**config.mk**
```make
export PLATFORM = sky130hd
export DESIGN_NAME = tlb_page_translation_flat
export DESIGN_NICKNAME = d
export VERILOG_FILES = /design/src/hdl/tlbpt_pkg.sv /design/src/hdl/tlbpt_in_if.sv /design/src/hdl/tlbpt_out_if.sv /design/src/hdl/tlb_page_translation.sv /design/src/hdl/tlbpt_tlb.sv /design/src/flat_wrapper.sv
export SDC_FILE = /design/constraint.sdc
export NUM_CORES = 2
export LEC_CHECK = 0
export ABC_CLOCK_PERIOD_IN_PS = 11000
export BUFFER_PORTS_ARGS = -buffer_cell sky130_fd_sc_hd__buf_4
export CORE_MARGIN = 5
export CORE_UTILIZATION = 40
export DETAILED_ROUTE_END_ITERATION = 6
export MAX_ROUTING_LAYER = met4
export PLACE_DENSITY = 0.52
export SYNTH_ARGS = -nofsm -noshare
export SYNTH_HDL_FRONTEND = slang
export SYNTH_HIERARCHICAL = 1
export SYNTH_SLANG_ARGS = --single-unit
```
**constraint.sdc**
```tcl
create_clock -name clk -period 11 [get_ports clk]
set_input_delay 2.2 -clock clk [delete_from_list [all_inputs] [get_ports clk]]
set_output_delay 2.2 -clock clk [all_outputs]
set_load 0.02 [all_outputs]
```
**src/hdl/tlbpt_pkg.sv**
```systemverilog
// ----------------------------------------------------------------------------
// TLB page translation - shared definitions
// Field widths, default sizes and the structs exchanged with the TLB array.
// ----------------------------------------------------------------------------
package tlbpt_pkg;

  // Address split
  localparam int VA_W    = 16;
  localparam int PAGE_W  = 8;
  localparam int OFFS_W  = 8;
  localparam int FRAME_W = 8;
  localparam int PA_W    = FRAME_W + OFFS_W;

  // Counters
  localparam int                 HIT_W     = 16;
  localparam logic [HIT_W-1:0]   HIT_MAX   = {HIT_W{1'b1}};
  localparam int                 FUSED_W   = 9;
  localparam logic [FUSED_W-1:0] FUSED_MAX = {FUSED_W{1'b1}};

  // Default sizes
  localparam int DEF_TLB_ENTRIES = 16;
  localparam int DEF_PAGE_COUNT  = 256;

  // TLB search result
  typedef struct packed {
    logic               hit;
    logic [FRAME_W-1:0] frame;
  } tlb_lookup_t;

  // TLB fill request (written at the FIFO pointer)
  typedef struct packed {
    logic               en;
    logic [PAGE_W-1:0]  tag;
    logic [FRAME_W-1:0] frame;
  } tlb_fill_t;

endpackage

```
**src/hdl/tlbpt_in_if.sv**
```systemverilog
// ----------------------------------------------------------------------------
// TLB page translation - request channel
// Valid/ready channel carrying one virtual address per beat.
// ----------------------------------------------------------------------------
interface tlbpt_in_if;
  import tlbpt_pkg::*;

  logic            valid;
  logic            ready;
  logic [VA_W-1:0] virtual_address;

  modport source (output valid, output virtual_address, input ready);
  modport sink   (input valid, input virtual_address, output ready);

endinterface

```
**src/hdl/tlbpt_out_if.sv**
```systemverilog
// ----------------------------------------------------------------------------
// TLB page translation - result channel
// Valid/ready channel carrying one translated address and its flags per beat.
// ----------------------------------------------------------------------------
interface tlbpt_out_if;
  import tlbpt_pkg::*;

  logic             valid;
  logic             ready;
  logic [PA_W-1:0]  physical_address;
  logic             tlb_hit;
  logic             frame_allocated;
  logic [HIT_W-1:0] hit_count;

  modport source (output valid, output physical_address, output tlb_hit,
                  output frame_allocated, output hit_count, input ready);
  modport sink   (input valid, input physical_address, input tlb_hit,
                  input frame_allocated, input hit_count, output ready);

endinterface

```
**src/hdl/tlb_page_translation.sv**
```systemverilog
// ----------------------------------------------------------------------------
// TLB page translation - top level
// Translates 16-bit virtual addresses through a FIFO TLB and a page map.
// ----------------------------------------------------------------------------
// Usage:
//   in_chan  : one virtual address per beat (page in 15..8, offset in 7..0).
//   out_chan : one result per address, in order: physical address, TLB hit,
//              new-frame flag and the saturating running hit count.
//   An accepted address is registered in stage 1, its result in the output
//   register behind out_chan.valid. One address per cycle is sustained
//   while out_chan does not stall: the page map is read at the accepting
//   edge, the TLB search and frame choice happen in the next cycle and the
//   result lands in the output register, which is where all state updates.
//   A back-to-back item that hits the map slot written by its predecessor
//   takes the frame from a bypass register.
//   After reset the page map is cleared one entry per cycle, so in_chan.ready
//   stays low until the pass ends; then TLB, map and counters are empty.
//   When out_chan stalls, the output register holds its beat and the single
//   item behind it waits; in_chan.ready drops until the output moves.
// ----------------------------------------------------------------------------
module tlb_page_translation #(
  parameter int TLB_ENTRIES = tlbpt_pkg::DEF_TLB_ENTRIES,
  parameter int PAGE_COUNT  = tlbpt_pkg::DEF_PAGE_COUNT
) (
  input  logic         clk,
  input  logic         rst_n,
  tlbpt_in_if.sink     in_chan,
  tlbpt_out_if.source  out_chan
);
  import tlbpt_pkg::*;

  localparam int SLOT_W = $clog2(PAGE_COUNT);
  localparam int MOD_W  = SLOT_W + 4;
  localparam logic [SLOT_W-1:0] SLOT_LAST = SLOT_W'(PAGE_COUNT - 1);
  localparam int MAP_W  = FRAME_W + 1;   // present bit on top of the frame

  // Page to map slot: identity for a full map, else page mod PAGE_COUNT
  // by four compare-subtract steps (exact while the quotient is below 16).
  function automatic logic [SLOT_W-1:0] slot_of(input logic [PAGE_W-1:0] page);
    logic [MOD_W-1:0] rem;
    rem = MOD_W'(page);
    if (PAGE_COUNT < (1 << PAGE_W)) begin
      for (int k = 3; k >= 0; k--) begin
        if (rem >= (MOD_W'(PAGE_COUNT) << k)) begin
          rem = rem - (MOD_W'(PAGE_COUNT) << k);
        end
      end
    end
    return SLOT_W'(rem);
  endfunction

  // Clearing pass
  logic              clr_active_r;
  logic [SLOT_W-1:0] clr_addr_r;

  // Stage 1 (address registered, map read in flight)
  logic              s1_valid_r;
  logic [VA_W-1:0]   s1_va_r;
  logic [SLOT_W-1:0] s1_slot_r;
  logic              byp_r;
  logic [FRAME_W-1:0] byp_frame_r;

  // Page map memory
  logic [MAP_W-1:0]  map_mem [PAGE_COUNT];
  logic [MAP_W-1:0]  map_rd_r;
  logic              map_we;
  logic [SLOT_W-1:0] map_waddr;
  logic [MAP_W-1:0]  map_wdata;

  // Counters
  logic [HIT_W-1:0]   hit_total_r;
  logic [HIT_W-1:0]   hit_total_nxt;
  logic [FUSED_W-1:0] frames_used_r;

  // Output register
  logic               out_valid_r;
  logic [PA_W-1:0]    out_pa_r;
  logic               out_hit_r;
  logic               out_alloc_r;
  logic [HIT_W-1:0]   out_hits_r;

  // Stage 1 datapath
  logic               in_acc;
  logic               s1_adv;
  logic [SLOT_W-1:0]  in_slot;
  logic [PAGE_W-1:0]  s1_page;
  tlb_lookup_t        lk;
  tlb_fill_t          fill;
  logic               present;
  logic [FRAME_W-1:0] map_frame;
  logic               alloc;
  logic [FRAME_W-1:0] frame;
  logic               item_we;

  // Handshake
  assign s1_adv        = s1_valid_r && (!out_valid_r || out_chan.ready);
  assign in_chan.ready = !clr_active_r && (!s1_valid_r || s1_adv);
  assign in_acc        = in_chan.valid && in_chan.ready;
  assign in_slot       = slot_of(in_chan.virtual_address[VA_W-1 -: PAGE_W]);

  // TLB
  assign s1_page    = s1_va_r[VA_W-1 -: PAGE_W];
  assign fill.en    = s1_adv && !lk.hit;
  assign fill.tag   = s1_page;
  assign fill.frame = frame;

  tlbpt_tlb #(
    .ENTRIES (TLB_ENTRIES)
  ) u_tlb (
    .clk         (clk),
    .rst_n       (rst_n),
    .lookup_page (s1_page),
    .lookup      (lk),
    .fill        (fill)
  );

  // Frame choice: TLB, then map (with bypass), then a fresh frame
  always_comb begin
    present   = byp_r || map_rd_r[FRAME_W];
    map_frame = byp_r ? byp_frame_r : map_rd_r[FRAME_W-1:0];
    alloc     = !lk.hit && !present;
    if (lk.hit) begin
      frame = lk.frame;
    end else if (present) begin
      frame = map_frame;
    end else begin
      frame = frames_used_r[FRAME_W-1:0];
    end
    hit_total_nxt = (lk.hit && (hit_total_r != HIT_MAX)) ? hit_total_r + 1'b1
                                                         : hit_total_r;
    item_we = s1_adv && alloc;
  end

  // Map write port: clearing pass or new-page allocation
  always_comb begin
    if (clr_active_r) begin
      map_we    = 1'b1;
      map_waddr = clr_addr_r;
      map_wdata = '0;
    end else begin
      map_we    = item_we;
      map_waddr = s1_slot_r;
      map_wdata = {1'b1, frame};
    end
  end

  always_ff @(posedge clk) begin
    if (map_we) begin
      map_mem[map_waddr] <= map_wdata;
    end
    if (in_acc) begin
      map_rd_r <= map_mem[in_slot];
    end
  end

  // Clearing pass after reset
  always_ff @(posedge clk) begin
    if (!rst_n) begin
      clr_active_r <= 1'b1;
      clr_addr_r   <= '0;
    end else if (clr_active_r) begin
      clr_addr_r <= clr_addr_r + 1'b1;
      if (clr_addr_r == SLOT_LAST) begin
        clr_active_r <= 1'b0;
      end
    end
  end

  // Stage 1 control
  always_ff @(posedge clk) begin
    if (!rst_n) begin
      s1_valid_r <= 1'b0;
    end else if (in_acc) begin
      s1_valid_r <= 1'b1;
    end else if (s1_adv) begin
      s1_valid_r <= 1'b0;
    end
  end

  // Stage 1 payload; bypass catches a map write at the same edge as the read
  always_ff @(posedge clk) begin
    if (in_acc) begin
      s1_va_r     <= in_chan.virtual_address;
      s1_slot_r   <= in_slot;
      byp_r       <= item_we && (s1_slot_r == in_slot);
      byp_frame_r <= frame;
    end
  end

  // Counters
  always_ff @(posedge clk) begin
    if (!rst_n) begin
      hit_total_r   <= '0;
      frames_used_r <= '0;
    end else if (s1_adv) begin
      hit_total_r <= hit_total_nxt;
      if (alloc && (frames_used_r != FUSED_MAX)) begin
        frames_used_r <= frames_used_r + 1'b1;
      end
    end
  end

  // Output register
  always_ff @(posedge clk) begin
    if (!rst_n) begin
      out_valid_r <= 1'b0;
    end else if (s1_adv) begin
      out_valid_r <= 1'b1;
    end else if (out_chan.ready) begin
      out_valid_r <= 1'b0;
    end
  end

  always_ff @(posedge clk) begin
    if (s1_adv) begin
      out_pa_r    <= {frame, s1_va_r[OFFS_W-1:0]};
      out_hit_r   <= lk.hit;
      out_alloc_r <= alloc;
      out_hits_r  <= hit_total_nxt;
    end
  end

  assign out_chan.valid            = out_valid_r;
  assign out_chan.physical_address = out_pa_r;
  assign out_chan.tlb_hit          = out_hit_r;
  assign out_chan.frame_allocated  = out_alloc_r;
  assign out_chan.hit_count        = out_hits_r;

endmodule

```
**src/hdl/tlbpt_tlb.sv**
```systemverilog
// ----------------------------------------------------------------------------
// TLB page translation - fully associative TLB
// Parallel tag search with lowest-index priority, FIFO replacement on fill.
// ----------------------------------------------------------------------------
module tlbpt_tlb #(
  parameter int ENTRIES = tlbpt_pkg::DEF_TLB_ENTRIES
) (
  input  logic                          clk,
  input  logic                          rst_n,
  input  logic [tlbpt_pkg::PAGE_W-1:0]  lookup_page,
  output tlbpt_pkg::tlb_lookup_t        lookup,
  input  tlbpt_pkg::tlb_fill_t          fill
);
  import tlbpt_pkg::*;

  localparam int PTR_W = $clog2(ENTRIES);
  localparam logic [PTR_W-1:0] PTR_LAST = PTR_W'(ENTRIES - 1);

  logic [PAGE_W-1:0]  tag_r   [ENTRIES];
  logic [FRAME_W-1:0] frame_r [ENTRIES];
  logic [ENTRIES-1:0] valid_r;
  logic [PTR_W-1:0]   ptr_r;

  logic [ENTRIES-1:0] match;
  logic [ENTRIES-1:0] first;
  logic [FRAME_W-1:0] sel_frame;

  // Tag compare on every entry
  always_comb begin
    for (int i = 0; i < ENTRIES; i++) begin
      match[i] = valid_r[i] && (tag_r[i] == lookup_page);
    end
  end

  // Lowest matching entry wins; one-hot and-or select of its frame
  assign first = match & (~match + {{(ENTRIES-1){1'b0}}, 1'b1});

  always_comb begin
    sel_frame = '0;
    for (int i = 0; i < ENTRIES; i++) begin
      sel_frame = sel_frame | ({FRAME_W{first[i]}} & frame_r[i]);
    end
  end

  assign lookup.hit   = |match;
  assign lookup.frame = sel_frame;

  // Valid bits and FIFO pointer
  always_ff @(posedge clk) begin
    if (!rst_n) begin
      valid_r <= '0;
      ptr_r   <= '0;
    end else if (fill.en) begin
      valid_r[ptr_r] <= 1'b1;
      ptr_r          <= (ptr_r == PTR_LAST) ? '0 : ptr_r + 1'b1;
    end
  end

  // Entry payload
  always_ff @(posedge clk) begin
    if (fill.en) begin
      tag_r[ptr_r]   <= fill.tag;
      frame_r[ptr_r] <= fill.frame;
    end
  end

endmodule
```
**src/flat_wrapper.sv**
```systemverilog
// flat-port wrapper written by rule: the top's interface ports become plain ports
module tlb_page_translation_flat import tlbpt_pkg::*;
#(
  parameter int TLB_ENTRIES = tlbpt_pkg::DEF_TLB_ENTRIES,
  parameter int PAGE_COUNT  = tlbpt_pkg::DEF_PAGE_COUNT
)
  (clk, rst_n, in_chan_valid, in_chan_virtual_address, in_chan_ready, out_chan_valid, out_chan_physical_address, out_chan_tlb_hit, out_chan_frame_allocated, out_chan_hit_count, out_chan_ready);
  tlbpt_in_if in_chan_i ();
  tlbpt_out_if out_chan_i ();
  input  logic clk;
  input  logic rst_n;
  input wire logic [$bits(in_chan_i.valid)-1:0] in_chan_valid;
  input wire logic [$bits(in_chan_i.virtual_address)-1:0] in_chan_virtual_address;
  output wire logic [$bits(in_chan_i.ready)-1:0] in_chan_ready;
  output wire logic [$bits(out_chan_i.valid)-1:0] out_chan_valid;
  output wire logic [$bits(out_chan_i.physical_address)-1:0] out_chan_physical_address;
  output wire logic [$bits(out_chan_i.tlb_hit)-1:0] out_chan_tlb_hit;
  output wire logic [$bits(out_chan_i.frame_allocated)-1:0] out_chan_frame_allocated;
  output wire logic [$bits(out_chan_i.hit_count)-1:0] out_chan_hit_count;
  input wire logic [$bits(out_chan_i.ready)-1:0] out_chan_ready;
  assign in_chan_i.valid = in_chan_valid;
  assign in_chan_i.virtual_address = in_chan_virtual_address;
  assign in_chan_ready = in_chan_i.ready;
  assign out_chan_valid = out_chan_i.valid;
  assign out_chan_physical_address = out_chan_i.physical_address;
  assign out_chan_tlb_hit = out_chan_i.tlb_hit;
  assign out_chan_frame_allocated = out_chan_i.frame_allocated;
  assign out_chan_hit_count = out_chan_i.hit_count;
  assign out_chan_i.ready = out_chan_ready;
  tlb_page_translation #(.TLB_ENTRIES(TLB_ENTRIES), .PAGE_COUNT(PAGE_COUNT)) u_core (.clk(clk), .rst_n(rst_n), .in_chan(in_chan_i), .out_chan(out_chan_i));
endmodule
```
# Word level (Yosys, flattened, before mapping)
# Memories as Yosys holds them, arrays and structs flattened. A register that Yosys moved wholly into a read port is not among the register bits.
# Index checks and enable logic that the tools add are counted.
# word_totals
mem_bits_rw	2560
reg_bits	123
romBits	0
latchBits	0
memories	3
in_bits	20
# mem_list
name	words	word_bits	read_ports	rd_ports_with_merged_regs	write_ports	line_no	source
u_core.map_mem	256	9	1	1	1	tlb_page_translation.sv:64	logic [MAP_W-1:0] map_mem [PAGE_COUNT];
u_core.u_tlb.frame_r	16	8	16	0	1	tlbpt_tlb.sv:20	logic [FRAME_W-1:0] frame_r [ENTRIES];
u_core.u_tlb.tag_r	16	8	16	0	1	tlbpt_tlb.sv:19	logic [PAGE_W-1:0] tag_r [ENTRIES];
# op_classes
n_lt_le_gt_ge	2
add_sub_neg	5
mul	0
div_mod_pow	0
eq_ne	21
n_shift	0
muxes	20
reduce_logical	38
bitwise_logic	34
# op_table
cell	n
== test 8 bit	17
bitwise AND 8 bit	16
bitwise OR 8 bit	15
adder 16 x 1 -> 16 bit (second input constant)	2
two-way mux 8 bit	4
logical AND 1 bit	26
bitwise AND 16 bit	1
two-way mux 16 bit	1
!= test 16 bit (second input constant)	1
inverter 16 bit	1
bitwise OR 16 bit	1
OR reduction 16 bit	1
two-way mux 1 bit	12
adder 9 x 1 -> 9 bit (second input constant)	1
two-way mux 9 bit	1
!= test 9 bit (second input constant)	1
adder 8 x 1 -> 8 bit (second input constant)	1
== test 8 bit (second input constant)	1
zero test 1 bit	5
less-than comparator 4 x 5 -> 1 bit (second input constant)	1
adder 4 x 1 -> 4 bit (second input constant)	1
demux 1 bit (select 4 bit)	1
== test 4 bit (second input constant)	1
>= comparator 4 x 1 -> 1 bit (second input constant)	1
4 further kinds	7

# Longest topological paths before layout
# logic_depth
word_depth	23
depth_mapped	18
ltp_nobuf	14

# Modules after synthesis
# Netlist, hierarchy kept.
# modules_own_cells
mod	area_each_um2	seq_area_each_um2	cells_each	instances
tlb_page_translation	93701.1	71949.0	4552	1
tlbpt_tlb	11294.6	8087.8	735	1

# Worst setup path before layout
# Ideal clock, no wire load.
# synth_path
path_kind	register to register
startpoint	register u_core.clr_active_r
endpoint	memory u_core/map_mem[0][2] (netlist bit), data pin
synth_period_minus_slack_ps	8924
path_buffers	1
stages_incl_launch_ff	4
slack_ps	2076
setup_time_ps	865
arrival_ps	8059
path_cell_list	dfxtp_1 -> clkinv_1 -> clkbuf_1 -> and2_1
# synth_between
elab_chain_len	1
# synth_rtl
element	line_no	source
from (decl)	tlb_page_translation.sv:53	logic clr_active_r;
from (signal assigned)	tlb_page_translation.sv:159	clr_active_r <= 1'b1;
from (signal assigned)	tlb_page_translation.sv:164	clr_active_r <= 1'b0;
two-way mux 9 bit	tlb_page_translation.sv:136	if (clr_active_r) begin
named net u_core.map_wdata[2]	tlb_page_translation.sv:68	logic [MAP_W-1:0] map_wdata;
to (decl)	tlb_page_translation.sv:64	
# The timed path passes the listed nets, and every way through them passes these cells.

==> summary.txt <==
Run status
  • Status: completed

Power and ir drop
  • LEAKAGE: 37.97 nW
  • Power per cell area: 181.1 nW/µm²
  • Peak VDD IR: 175.9 µV

Route
  • Total Wirelength: 281.9 mm
  • DRT Pass-1 Iters: 6
  • Vias: 52680
  • DRC: 0
  • WL/cell: 30.66 µm
  • Vias/cell: 5.730
  • Initial DRC Count: 6030
  • ANT nets after route: 0

Logic synthesis
  • Ys flop type: edfxtp_1
  • EDFF count, synth: 2628
  • Syn Std Cell Area: 105000 µm²
  • Netlist cell types: 84
  • Async S/R FF share, synth: 0%
  • Syn nets: 5315
  • Seq/Total Area, Yosys: 76.23%
  • XOR/XNOR Fraction of Synth Area: 1.426%
  • Post-synthesis mux area share: 12.23%
  • Post-synthesis simple-gate area fraction: 3.743%
  • Synth Area in Adders: 0.09533%
  • Yosys warns: 6
  • Avg Cell Area, Syn: 19.86 µm²
  • Compound-cell area share of the yosys netlist: 4.298%
  • FF+latch count, synth: 2684
  • Main combinational cell family by area after synthesis: multiplexers
  • Gate Count Post-Synth: 5287

Die
  • Die area: 272800 µm²
  • Core Area: 261800 µm²
  • Die height: 522.3 µm
  • I/O Pins: 56
  • Chip width: 522.3 µm
  • Row Count: 188
  • Starting Density: 40.10%

Clocking
  • CTS sink count: 2684
  • Root buf cell: clkbuf_16
  • Post-CTS sizing: 0
  • Post-CTS setup buffers: 0
  • CTS Buf Count: 302
  • CTS max path bufs: 4
  • Cts-stage hold buffer count: 0
  • H-tree levels: 5
  • Worst-Skew Late Latency: 0.96 ns
  • CTS tree: done
  • Clk slew on worst S/H paths: 0.06 ns

Timing
  • Part of the cycle the worst path needs: 70.26%
  • Unrepaired setup endpoints after global routing: false
  • Setup_tns: 0 ns
  • Hold Violations, Final: 0
  • Crit path time final: 7.728 ns
  • Final setup skew: 0.07082 ns
  • Least-Margin Pin Slew: 1.307 ns
  • Max-slew violation count: 0
  • Final setup violating endpoints: 0
  • Max Freq: 0.1294 GHz
  • Final WS setup: 3.272 ns
  • Worst slew margin: 12.16%

Global route
  • Vias in the first global route: 52570
  • GRT Overall Usage: 21.01%
  • First-pass GRT wire length: 401.3 mm
  • Initial antenna violation count: 20
  • Largest net degree at the start of global routing: 152
  • Gr ovfl total: 0

Placement
  • Port buffer count: 55
  • Placement Setup Slack: 3.255 ns
  • RePlAce Congestion: 0.8220
  • Detailed Place HPWL: 167.2 mm

Setup path
  • WP data required: 11.53 ns
  • FF-to-FF setup slack: 3.27 ns
  • CP startpoint kind: register
  • Crit Path Class: reg2reg
  • Critical Path AT: 8.26 ns
  • Worst Setup End Kind: register
  • CP Max Fanout: 23

Finish
  • Area grow syn2layout: 12.97%
  • Layout net count: 5487
  • Filler cell count: 21900
  • Layout cells sized above 1: 20.44%

Min path
  • Hold WC Path Type: reg2reg

Run
  • Max Cap Violations: 0
==> flip-flops by register name (all words and copies together), names as in the netlist <==
register                          count
u_core/byp_frame_r                    8
u_core/byp_r                          1
u_core/clr_active_r                   1
u_core/clr_addr_r                     8
u_core/frames_used_r                  9
u_core/hit_total_r                   16
u_core/map_mem                     2304
u_core/map_rd_r                       9
u_core/out_chan.frame_allocated       1
u_core/out_chan.hit_count            16
u_core/out_chan.physical_address     16
u_core/out_chan.tlb_hit               1
u_core/out_chan.valid                 1
u_core/s1_va_r                       16
u_core/s1_valid_r                     1
u_core/u_tlb/frame_r                128
u_core/u_tlb/ptr_r                    4
u_core/u_tlb/tag_r                  128
u_core/u_tlb/valid_r                 16
==> synthesized netlist by cell type (9+ instances only) <==
cell type	n	area, µm²
buf_8	12	180.2
nand4_1	25	156.4
nor4_1	22	137.6
mux4_2	501	11280
o21a_1	17	127.6
a22o_1	17	148.9
inv_1	19	71.32
mux2i_1	142	1421
nand3_1	78	390.4
o31ai_1	9	67.56
a211oi_1	17	127.6
xnor2_1	134	1174
buf_4	35	262.8
nor2b_1	22	137.6
xor2_1	37	324.1
clkbuf_1	130	488.0
buf_2	68	340.3
nor3_1	46	230.2
nor2_1	314	1179
edfxtp_1	2628	78920
a21o_1	22	165.2
nand3b_1	10	75.07
o21ai_0	43	215.2
a221oi_1	14	122.6
or3_1	21	131.4
and3_1	12	75.07
and2_1	49	306.5
buf_12	12	240.2
a21oi_1	132	660.6
o22ai_1	32	200.2
o32ai_1	13	113.9
dfxtp_1	56	1121
nand2b_1	14	87.58
nand2_1	139	521.8
buf_6	42	473.0
a31oi_1	19	118.9
o221ai_1	48	420.4
a221o_1	14	140.1
a22oi_1	192	1441
==> per-layer routing <==
metal | global-route usage (%) | part of all wire [%] | up-vias
met3 | 3.588 | 7.1 | 348
li1 | - | - | 22080
met2 | 31.94 | 47 | 1981
met1 | 29.97 | 44 | 28270
met4 | 4.751 | 2.1 | 0
met5 | - | 0 | -
==> cell usage in the layout, fill, tap and decap left out, types with 21 or more instances in the layout <==
master / netlist / layout
nand4_1: 25 / 25
nor2_1: 314 / 312
xor2_1: 37 / 37
or3_1: 21 / 21
dfxtp_1: 56 / 56
edfxtp_1: 2628 / 2628
clkinv_2: 0 / 48
nand3_1: 78 / 70
mux2i_1: 142 / 142
nor3_1: 46 / 46
clkbuf_1: 130 / 60
o21ai_0: 43 / 36
clkbuf_16: 0 / 309
a21o_1: 22 / 22
mux4_2: 501 / 501
xnor2_1: 134 / 134
o221ai_1: 48 / 48
a22oi_1: 192 / 192
and2_1: 49 / 38
bufinv_16: 0 / 32
a21oi_1: 132 / 132
o22ai_1: 32 / 31
nand2_1: 139 / 138
clkinv_1: 1 / 55
buf_4: 35 / 158
==> power by group <==
group / internal [mW] / total (mW) / switching, mW
sequential: 11.1 / 11.1 / 0.00466
clock: 5.91 / 9.82 / 3.91
combinational: 0.194 / 0.594 / 0.400
==> worst paths after layout <==
path                           startpoint                                            end  depth (start not counted)
max          u_core/s1_va_r[10]$_DFFE_PP_               u_core/map_mem[105][6]$_DFFE_PP_                         13
min           u_core/s1_va_r[0]$_DFFE_PP_  u_core/out_chan.physical_address[0]$_DFFE_PP_                          0
max reg2reg  u_core/s1_va_r[10]$_DFFE_PP_               u_core/map_mem[105][6]$_DFFE_PP_                         13
min reg2reg   u_core/s1_va_r[0]$_DFFE_PP_  u_core/out_chan.physical_address[0]$_DFFE_PP_                          0
==> per-stage QoR <==
| step | total power, mW | instances | hold WS, ns | util, % | area, µm² |
|---|---|---|---|---|---|
| finish | 21.48 | 9194 | 0.4124 | 45.31 | 118600 |
| global route | 22.17 | 9192 | 0.4201 | 45.30 | 118600 |
| CTS | 21.71 | 9190 | 0.4164 | 45.30 | 118600 |
| detailed placement | 11.88 | 8670 | 0.4056 | 41.66 | 109100 |
| global placement | 11.88 | 8670 | 0.4017 | 41.66 | 109100 |
| floorplan | 11.66 | 5287 | 0.4003 | - | 105000 |
==> final cells by class <==
cell class                      instances  area [µm²]  share of cell area [%]
Antenna cell                            4       10.01                0.008439
Clock buffer                          375        8040                   6.779
Clock inverter                        145        1495                   1.261
Inverter                               20       82.58                 0.06962
Multi-Input combinational cell       2278       23070                   19.45
Sequential cell                      2684       80040                   67.48
Tap cell                             3515        4398                   3.708
Timing Repair Buffer                  173        1476                   1.245
==> cells by family (layout without fill, tap and decap cells) <==
logic type | Yosys count | count (layout)
buf+inv | 325 | 713
flops | 2684 | 2684
simple gates | 806 | 806
fa+ha+maj | 8 | 8
mux | 653 | 653
xor+xnor | 171 | 171
other cells | 0 | 4
compound gates | 640 | 640
==> worst max-delay path, stage by stage (launching register included) <==
cell and delay (ns):
edfxtp_1 0.67, buf_4 0.42, xor2_1 0.19, nor4_1 0.08
nand4_2 0.21, or4b_1 0.67, nor4_4 0.65, and4bb_1 0.30
nand2b_1 0.10, or2_1 0.61, nor3_2 0.68, a21o_1 0.66
nand3_2 1.00, nor2_1 1.01
No activity file was read; power rests on OpenSTA's default activity.
